<file path="src/hdl/sobel_sqrt_cell.sv">
// ----------------------------------------------------------------------------
// sobel_sqrt_cell
// Resolve one root bit per cell (restoring, two radicand bits per step), passing rem/root on.
// ----------------------------------------------------------------------------
module sobel_sqrt_cell #(
  parameter int STEP = 0  // bit position weight 4^(15-STEP) handled here
) (
  input  logic        clk,
  input  logic        en,
  input  logic [31:0] n_i,
  input  logic [31:0] r_i,
  input  logic [31:0] q_i,
  output logic [31:0] n_o,
  output logic [31:0] r_o,
  output logic [31:0] q_o
);
  localparam logic [31:0] BIT = 32'd1 << (2 * (15 - STEP));

  logic [31:0] qb;
  assign qb = q_i + BIT;

  always_ff @(posedge clk) begin
    if (en) begin
      n_o <= n_i;
      if (r_i >= qb) begin
        r_o <= r_i - qb;
        q_o <= (q_i >> 1) + BIT;
      end else begin
        r_o <= r_i;
        q_o <= q_i >> 1;
      end
    end
  end
endmodule

</file>
<file path="config.mk">
export PLATFORM = sky130hd
export DESIGN_NAME = sobel_sqrt_cell
export DESIGN_NICKNAME = d
export VERILOG_FILES = /design/src/hdl/sobel_sqrt_cell.sv
export SDC_FILE = /design/constraint.sdc
export NUM_CORES = 1
export LEC_CHECK = 0
export BUFFER_PORTS_ARGS = -buffer_cell sky130_fd_sc_hd__buf_2
export CORE_ASPECT_RATIO = 1.1
export CORE_UTILIZATION = 53
export DETAILED_ROUTE_END_ITERATION = 16
export HOLD_SLACK_MARGIN = 0.15
export PLACE_DENSITY = 0.83
export SETUP_SLACK_MARGIN = 0.2
export SYNTH_ARGS = -nofsm -noshare
export SYNTH_HDL_FRONTEND = slang
export SYNTH_SLANG_ARGS = --single-unit
</file>
<file path="constraint.sdc">
create_clock -name clk -period 5.2 [get_ports clk]
set_clock_uncertainty 0.05 [all_clocks]
set_input_delay 1.04 -clock clk [delete_from_list [all_inputs] [get_ports clk]]
set_output_delay 1.04 -clock clk [all_outputs]
set_load 0.1 [all_outputs]
</file>
==> results.yml <==
detailed_routing:
  ant_nets: 0
  route.detailed.drc: 0
  wl_um: 12590
  viasPerCell: 5.558
  dr.pass1.iters: 5
  wire_per_inst_um: 15.97
  drt_iter0_drc: 199
  num_vias: 4380
pwr:
  pwr-share-seq: 0.379
  p_sw_mw: 1.127
  swShare: 0.4403
  clkPwrFrac: 0.212
  leakage_nw: 2.986
  p_total_mw: 2.558
  p_int_mw: 1.432
  peakVddDrop_v: 0.0001973
  pwr-share-comb: 0.409
  p_per_area_nw_per_um2: 390.2
critical_path:
  cp_slowest_cell: "buf_4"
  arrival_ns: 3.79
  start_kind: "input port"
  crit_fanout: 43
  crit_buf_inv: 3
  crit_path_max_incr_delay_ns: 0.43
  worstSetupPathType: "in -> reg"
  worstSetupEndpointType: "flop"
  crit_family: "compound AO/OA/AOI/OAI gates"
  critPathRequiredTime_ns: 5.34
  crit_chain: "buf_2, inv_1, ha_1, fa_1, nor2b_1, o31a_1, o221ai_1, a21boi_2, o211ai_4, nand2_1, buf_4, nor2_1, a311oi_1"
global_routing:
  track_usage: 0.2422
  first_global_vias: 4108
  grt_pass1_wl_um: 19870
  grt_antenna_before_repair: 0
  overflow: 0
  grt_max_degree: 55
die:
  die-height_um: 107.0
  ios: 194
  core_um2: 9537
  rows: 37
  initial_core_util: 0.5572
  die_w_um: 97.47
  dieArea_um2: 10430
timing:
  fmax_ghz: 0.2741
  rsz0062_at_grt: "false"
  period_share: 0.7015
  hold_violations: 0
  finalCriticalPeriod_ns: 3.648
  setup_viol: 0
  fin_tns_setup_ns: 0
  final_max_slew_viol_count: 0
  slew_headroom: 0.5356
  worst-slew-pin-transition_ns: 0.6966
clock_tree:
  ctsResizeCount: 0
  postCtsSetupBuffers: 0
  cts_buffers: 9
  clock-sinks: 96
  clk_pin_slew_ns: 0.09
  ctsHoldBuffers: 0
  cts_max_level: 3
  cts_tree: "built"
  clockBufferDepth: 2
  cts_root_buf: "clkbuf_8"
synthesis:
  async_flop_share: 0
  synth_top_cell_by_area: "edfxtp_1"
  yosysSeqAreaShare: 0.5425
  syn_area_per_cell_um2: 11.21
  ys.flop_type: "edfxtp_1"
  synth-seq-cells: 96
  synth_nets: 605
  syn_area_um2: 5314
  synth.distinct_cells: 58
  yosysWarnings: 0
  synth_top_area_frac: 0.5425
  synth_cells: 474
  synthTopCellsByArea: "edfxtp_1 (54%), ha_1 (7.5%), a21oi_1 (3.8%)"
  synth-edff-count: 96
  synthTopCellsByCount: "edfxtp_1 (96), nor2_1 (43), inv_1 (41), a21oi_1 (40), nand2_1 (39)"
  yosysMostFrequentCell: "edfxtp_1"
placed_design:
  gp_congestion: 0.8744
  io_buffers: 193
  hpwlAfterDp_um: 9494
cells_and_area:
  nFillCells: 709
  multi_input_area_um2: 2173
  area_growth_syn_to_layout_pct: 23.38
  drive_gt1_frac: 0.3338
  nNetsFinal: 797
  antennaDiodeCount: 0
  area.sequential_um2: 2883
hold_path:
  hp-class: "in -> reg"
job:
  maxCapViolCount: 0
status:
  status: "completed"
## cell usage in the layout, fill, tap and decap left out, types with 3 or more instances in the layout
master and n:
a211oi_1 7, a21boi_0 5, a21o_1 14, a21oi_1 40, a21oi_2 3, a31oi_1 8, and3_1 9, buf_2 192
buf_4 3, clkbuf_8 9, edfxtp_1 96, ha_1 32, inv_1 41, nand2_1 39, nand2b_1 4, nand3_1 12
nand4_1 6, nor2_1 43, nor2b_1 6, nor3_1 4, o21a_1 4, o21ai_0 14, o21ai_1 6, o21bai_1 4
o31ai_1 3, xnor2_1 14, xor2_1 9
## layout make-up
cell class | instances | area share
Clock buffer | 10 | 0.01947
Clock inverter | 6 | 0.01355
Inverter | 41 | 0.02347
Multi-Input combinational cell | 323 | 0.3315
Sequential cell | 96 | 0.4397
Tap cell | 117 | 0.02233
Timing Repair Buffer | 195 | 0.1500
## path summary, 6_finish.rpt
path	start	endpoint	slack, ns	cells past startpoint
setup / recovery	r_i[0]	r_o[24]	1.55	13
hold / removal	n_i[8]	n_o[8]	0.78	1
## per-layer routing
metal	vias to the layer above	track usage	routed length (um)
li1	2133	-	-
met4	0	0.1040	321
met5	-	0	0
met2	181	0.4111	6212
met3	25	0.05411	846
met1	2041	0.2980	5204
## kinds of logic after synthesis
| kind of cell | synth area share |
|---|---|
| multiplexers | 0.002119 |
| flip-flops | 0.5425 |
| adder cells (fa/ha/maj) | 0.07911 |
| AND/OR/NAND/NOR | 0.1222 |
| XOR/XNOR | 0.03791 |
| AO/OA/AOI/OAI | 0.1677 |
| buffers and inverters | 0.04851 |
## metrics by stage
step	util	hold WS (ns)	cells	cell area (um2)	setup WS, ns
after global routing	0.6875	0.7622	788	6556	1.289
after CTS	0.6875	0.7629	788	6556	1.576
after detailed placement	0.6648	1.168	772	6340	1.179
final	0.6875	0.7767	788	6556	1.552
after floorplan	-	1.089	474	5314	1.789
after global placement	0.6648	1.167	772	6340	1.331
## flip-flops by register name (all words and copies together), names as in the netlist
register	flops
r_o	32
n_o	32
q_o	32
## power groups by stage
stage                     Combinational [mW]  Sequential (mW)  Clock, mW
after CTS                               1.05            0.970      0.553
final                                   1.05            0.969      0.543
after detailed placement                1.04            0.987          0
after global routing                    1.10            0.977      0.578
after global placement                  1.03            0.986          0
after floorplan                        0.276             1.57          0
No activity file was read; power rests on OpenSTA's default activity.
