## config.mk

```make
export PLATFORM = sky130hd
export DESIGN_NAME = sobel_cordic_cell
export DESIGN_NICKNAME = d
export VERILOG_FILES = /design/src/hdl/sobel_pkg.sv /design/src/hdl/sobel_cordic_cell.sv
export SDC_FILE = /design/constraint.sdc
export NUM_CORES = 1
export LEC_CHECK = 0
export ABC_AREA = 1
export BUFFER_PORTS_ARGS = -buffer_cell sky130_fd_sc_hd__buf_2
export CAP_MARGIN = 15
export CORE_MARGIN = 1.5
export CORE_UTILIZATION = 40
export DETAILED_ROUTE_END_ITERATION = 7
export GPL_TIMING_DRIVEN = 0
export HOLD_SLACK_MARGIN = 0.06
export PLACE_DENSITY = 0.57
export SLEW_MARGIN = 20
export SYNTH_ARGS = -nofsm -noshare
export SYNTH_HDL_FRONTEND = slang
export SYNTH_SLANG_ARGS = --single-unit
```

## constraint.sdc

```tcl
create_clock -name clk -period 8 [get_ports clk]
set_clock_uncertainty 0.05 [all_clocks]
set_input_delay 0.8 -clock clk [delete_from_list [all_inputs] [get_ports clk]]
set_output_delay 0.8 -clock clk [all_outputs]
set_load 0.01 [all_outputs]
```

## src/hdl/sobel_pkg.sv

```systemverilog
// ----------------------------------------------------------------------------
// sobel_pkg
// Shared constants and types: CORDIC angle table, fixed-point constants.
// ----------------------------------------------------------------------------
package sobel_pkg;

  localparam int CORDIC_STEPS = 30;
  localparam int XY_W         = 34;  // |g| <= 1020, << 20, plus growth and sign
  localparam int Z_W          = 33;

  localparam logic [31:0] PI_Q30      = 32'd3373259426;
  localparam logic [14:0] PI_Q12      = 15'd12868;
  localparam logic [14:0] HALF_PI_Q12 = 15'd6434;

  localparam logic [0:0] REG_WIDTH  = 1'b0;
  localparam logic [0:0] REG_HEIGHT = 1'b1;

  typedef enum logic [1:0] {
    DIR_CORDIC   = 2'd0,
    DIR_ZERO     = 2'd1,
    DIR_PI       = 2'd2,
    DIR_HALF_PI  = 2'd3
  } dir_kind_t;

  // Payload carried alongside the arithmetic in every cell.
  typedef struct packed {
    logic      vld;
    logic      last;
    logic      gx_pos;
    logic      gy_neg;
    dir_kind_t kind;
  } tag_t;

  function automatic logic [Z_W-1:0] atan_q30(input logic [4:0] i);
    logic [Z_W-1:0] v;
    case (i)
      5'd0:  v = 33'h03243F6A8; 5'd1:  v = 33'h01DAC6705; 5'd2:  v = 33'h00FADBAFC;
      5'd3:  v = 33'h007F56EA6; 5'd4:  v = 33'h003FEAB76; 5'd5:  v = 33'h001FFD55B;
      5'd6:  v = 33'h000FFFAAA; 5'd7:  v = 33'h0007FFF55; 5'd8:  v = 33'h0003FFFEA;
      5'd9:  v = 33'h0001FFFFD; 5'd10: v = 33'h0000FFFFF; 5'd11: v = 33'h00007FFFF;
      5'd12: v = 33'h00003FFFF; 5'd13: v = 33'h00001FFFF; 5'd14: v = 33'h00000FFFF;
      5'd15: v = 33'h000007FFF; 5'd16: v = 33'h000003FFF; 5'd17: v = 33'h000001FFF;
      5'd18: v = 33'h000000FFF; 5'd19: v = 33'h0000007FF; 5'd20: v = 33'h0000003FF;
      5'd21: v = 33'h0000001FF; 5'd22: v = 33'h0000000FF; 5'd23: v = 33'h00000007F;
      5'd24: v = 33'h00000003F; 5'd25: v = 33'h00000001F; 5'd26: v = 33'h00000000F;
      5'd27: v = 33'h000000008; 5'd28: v = 33'h000000004; 5'd29: v = 33'h000000002;
      default: v = '0;
    endcase
    return v;
  endfunction

endpackage

```

## src/hdl/sobel_cordic_cell.sv

```systemverilog
// ----------------------------------------------------------------------------
// sobel_cordic_cell
// One vectoring micro-rotation with a fixed shift; hands on to the next cell.
// ----------------------------------------------------------------------------
module sobel_cordic_cell #(
  parameter int STEP = 0
) (
  input  logic                           clk,
  input  logic                           rst_n,
  input  logic                           en,
  input  sobel_pkg::tag_t                tag_i,
  input  logic signed [sobel_pkg::XY_W-1:0] x_i,
  input  logic signed [sobel_pkg::XY_W-1:0] y_i,
  input  logic signed [sobel_pkg::Z_W-1:0]  z_i,
  output sobel_pkg::tag_t                tag_o,
  output logic signed [sobel_pkg::XY_W-1:0] x_o,
  output logic signed [sobel_pkg::XY_W-1:0] y_o,
  output logic signed [sobel_pkg::Z_W-1:0]  z_o
);
  import sobel_pkg::*;

  logic signed [XY_W-1:0] xs, ys;
  logic [Z_W-1:0]         ang;

  assign xs  = x_i >>> STEP;
  assign ys  = y_i >>> STEP;
  assign ang = atan_q30(5'(STEP));

  always_ff @(posedge clk) begin
    if (!rst_n) begin
      tag_o.vld <= 1'b0;
    end else if (en) begin
      tag_o.vld <= tag_i.vld;
    end
  end

  always_ff @(posedge clk) begin
    if (en) begin
      tag_o.last   <= tag_i.last;
      tag_o.gx_pos <= tag_i.gx_pos;
      tag_o.gy_neg <= tag_i.gy_neg;
      tag_o.kind   <= tag_i.kind;
      if (y_i > 0) begin
        x_o <= x_i + ys;
        y_o <= y_i - xs;
        z_o <= z_i + $signed(ang);
      end else begin
        x_o <= x_i - ys;
        y_o <= y_i + xs;
        z_o <= z_i - $signed(ang);
      end
    end
  end
endmodule

```

==> results.txt <==
----------------------------------------------------
[Status]
  Result of the run ... finished clean

[Floorplan]
  Core region area ... roughly 0.031 mm²
  Number of ports placed on the die boundary ... 217
  Die area ... 0.03191 mm²
  Initial cell density of the core ... about two fifths
  Die X-Extent ... 178.6 µm
  Number of standard-cell rows in the floorplan ... 64
  Die boundary height ... about 180 µm

[Cells and area]
  Filler instances ... ~3300
  Post-layout net count ... about 2300
  Fraction of layout cells with a size suffix above 1 ... ~15%
  Total area of sequential cells ... ~0.0032 mm²
  Multi-input gate area in the final layout ... between 0.007 and 0.008 mm²
  Antenna diode instance count ... 0
  P&R area growth vs syn ... 15.61%

[Clocking]
  Quantity of gates resized following cts ... 0
  H-tree levels ... 3
  Clock tree from TritonCTS ... yes
  Number of buffers inserted for hold repair after clock tree synthesis ... 0
  Sinks on Clock Net ... 106
  Total CTS buffers ... 9
  CTS clock-pin slew for the worst setup and hold paths ... around 0.09 ns
  Post-CTS setup-driven buffer insertion count ... 0
  Clock root buffer ... clkbuf_16
  Clock tree buffer depth ... 2
  Clock latency at the later pin of the worst-skew pair ... around 0.38 ns

[Drt]
  Antenna Violating Nets Remaining ... 0
  Number of violations reported at the end of detailed-routing iteration 0 ... between 1000 and 1500
  Via Count ... 13380
  Number of optimization iterations in the first detailed-route pass ... 6
  Number of vias per cell after detailed routing ... 5.360
  Number of design rule violations left after detail routing ... 0
  Total length of routed wires ... between 40000 and 50000 µm
  Routed WL per cell ... 19.72 µm

[Logic synthesis]
  Synthesized netlist net count ... 2108
  Top cell type's share of synthesized area ... ~26%
  Post-Synthesis Cells ... about 1900
  Yosys warning total ... 0
  FF+latch count, synth ... approximately 110
  Summed instance area of the synthesized netlist ... about 0.012 mm²
  Post-synthesis sequential area ratio ... approximately 26%
  Most area-consuming cells after synthesis ... edfxtp_1 (26%), nand2_1 (15%), ha_1 (13%)
  Distinct cell type count after synthesis ... 38
  Post-synthesis area per instance ... between 6 and 7 µm²
  Cell type with the highest aggregate area in the netlist ... edfxtp_1

[Power and ir drop]
  Portion of total power attributed to sequential cells ... about a third
  Relative contribution of the clock network to total power ... between 20 and 25%
  Leakage power total ... 0.007218 µW
  Switching share of power ... about 43%
  Pwr/cell area ... 153.9 mW/mm²
  Internal ... about 1300 µW
  Switching power ... ~940 µW
  Worst vdd ir ... ~0.10 mV
  Post-route total power ... roughly 2200 µW
  Combinational cell fraction of total power ... between 40% and 50%

[Global routing]
  GRT Overall Usage ... a little under a third
  Wire length of the first global-routing pass ... around 73000 µm
  Number of antenna violations at the first check in global routing ... 0
  Maximum number of pins on one net before global-route repair ... 63
  Via count of the first global-routing pass ... 12990
  Global route overflow ... 0

[Timing]
  Worst hold slack ... between 0.5 and 0.6 ns
  Highest clock frequency the design can meet ... ~190 MHz
  Final setup viols ... 0
  Ratio of final minimum period to clock period ... 64.26%
  Setup tns final ... 0 ns
  Final hold vios ... 0
  Relative slew slack ... just over 40%
  Max-slew violations ... 0
  Time the worst path needs with I/O delays and setup ... ~5.1 ns
  Unrepaired setup endpoints after global routing ... false
  Worst Max-Slew Pin Slew ... ~0.89 ns

[Place]
  GPL Wtd Cong ... 0.9551
  Count of input and output buffers ... between 200 and 250
  Half-perimeter wire length after placement ... 41570 µm

[Flow run]
  Number of max-cap violations ... 0

[Critical path]
  Reg2Reg Depth ... 2
  Setup crit start kind ... input pin
  Class of the most critical setup path ... input pin to flop
  Kind of end point of the critical path ... flop
  Required time reported for the critical path endpoint ... 8.08 ns
  Worst Path Arrival ... ~5.2 ns
  Highest fanout seen on the critical path ... 23

[Min path]
  Hold Crit Depth ... 2
  Class of the tightest hold or removal check ... flop to flop

----------------------------------------------------
per-stage QoR:
step / worst slack, ns / instances / utilization (%) / instance area (µm²)
floorplan: 4.567 / 1867 / - / 12340
detailed placement: 2.338 / 2480 / 45.73 / 13950
global placement: 2.276 / 2479 / 45.62 / 13920
CTS: 2.733 / 2496 / 46.76 / 14270
global route: 2.675 / 2496 / 46.76 / 14270
finish: 2.859 / 2496 / 46.76 / 14270
critical path: stages:
cell	delay [ns]
buf_2	0.12
inv_1	0.20
nand3_1	0.32
nor3_1	0.46
nand4_1	0.36
nand2_1	0.26
buf_2	0.32
buf_2	0.64
ha_1	0.41
a21oi_1	0.19
a21boi_0	0.34
nor2_1	0.07
nor2_1	0.29
nand3_1	0.22
xor2_1	0.19
worst paths after layout:
kind	startpoint	endpoint	slack (ns)
worst min register to register	tag_o[5]	tag_o[5]	0.53
worst max register to register	tag_o[5]	tag_o[5]	7.28
worst max-delay path	y_i[32]	z_o[23]	2.86
worst min-delay path	tag_o[5]	tag_o[5]	0.53
flip-flops by register name, indices dropped and copies added, names as in the netlist:
signal,count
x_o,34
y_o,33
z_o,33
tag_o,6
kinds of logic (layout without fill, tap and decap cells):
group | Yosys count | in the layout | share of synthesized area, %
compound gates | 323 | 323 | 14.17
xor+xnor | 56 | 56 | 3.974
buf+inv | 316 | 549 | 10.64
simple gates | 935 | 935 | 31.98
flops | 106 | 106 | 25.71
fa+ha+maj | 131 | 131 | 13.53
layout by cell type, fill, tap and decap left out, types with 3 or more instances in the layout:
cell,netlist,layout
nand2_1,499,499
inv_1,267,267
buf_2,11,226
nor2_1,185,185
nand3_1,166,166
a21oi_1,155,155
ha_1,127,127
edfxtp_1,105,105
o21ai_0,101,101
xor2_1,48,48
nand4_1,27,27
buf_4,24,24
nor3_1,20,20
o21bai_1,17,17
o21ai_1,14,14
a21o_1,13,13
nand2_2,13,13
nor2_2,12,12
clkbuf_16,0,9
xnor2_1,8,8
o211ai_1,7,7
clkbuf_1,6,6
nor3_2,5,5
a31oi_1,4,4
buf_6,3,4
inv_2,4,4
fa_1,4,4
nand3b_1,3,3
a21boi_0,3,3
nor4_2,3,3
inv_6,0,3
clkinv_8,0,3
per-layer routing:
layer,part of all wire (%),global-route usage (%),vias up
met5,0,0,-
met4,3.6,11.67,0
met3,6.7,3.495,80
met2,46,52.41,548
met1,44,40.56,6177
li1,-,-,6573
cells in the mapped netlist, drive strengths merged:
library cell and count:
clkinv 1, nor4 4, a21boi 5, o21a 2
a21oi 157, xnor2 8, o211ai 7, nand3b 3
o31ai 1, xor2 48, nand2 512, nor3 25
o21ai 117, buf 38, nand4 27, fa 4
nor2 197, nand3 166, a21o 13, o21bai 17
clkbuf 6, dfxtp 1, inv 271, a31oi 4
and2 1, edfxtp 105, ha 127
power by group through the flow:
stage | logic (µW) | clock network (µW) | registers [µW]
global route | 1060 | 524 | 743
CTS | 952 | 507 | 735
finish | 964 | 499 | 733
floorplan | 540 | 0 | 792
detailed placement | 948 | 0 | 747
global placement | 945 | 0 | 747
area by class of cell:
type	instances	area share (%)
Sequential cell	106	22.24
Clock inverter	7	0.6402
Timing Repair Buffer	217	7.814
Buffer	44	2.043
Inverter	272	7.156
Tap cell	396	3.473
Multi-Input combinational cell	1445	55.06
Clock buffer	9	1.579
Note: power is estimated with default switching activity, not from simulation.
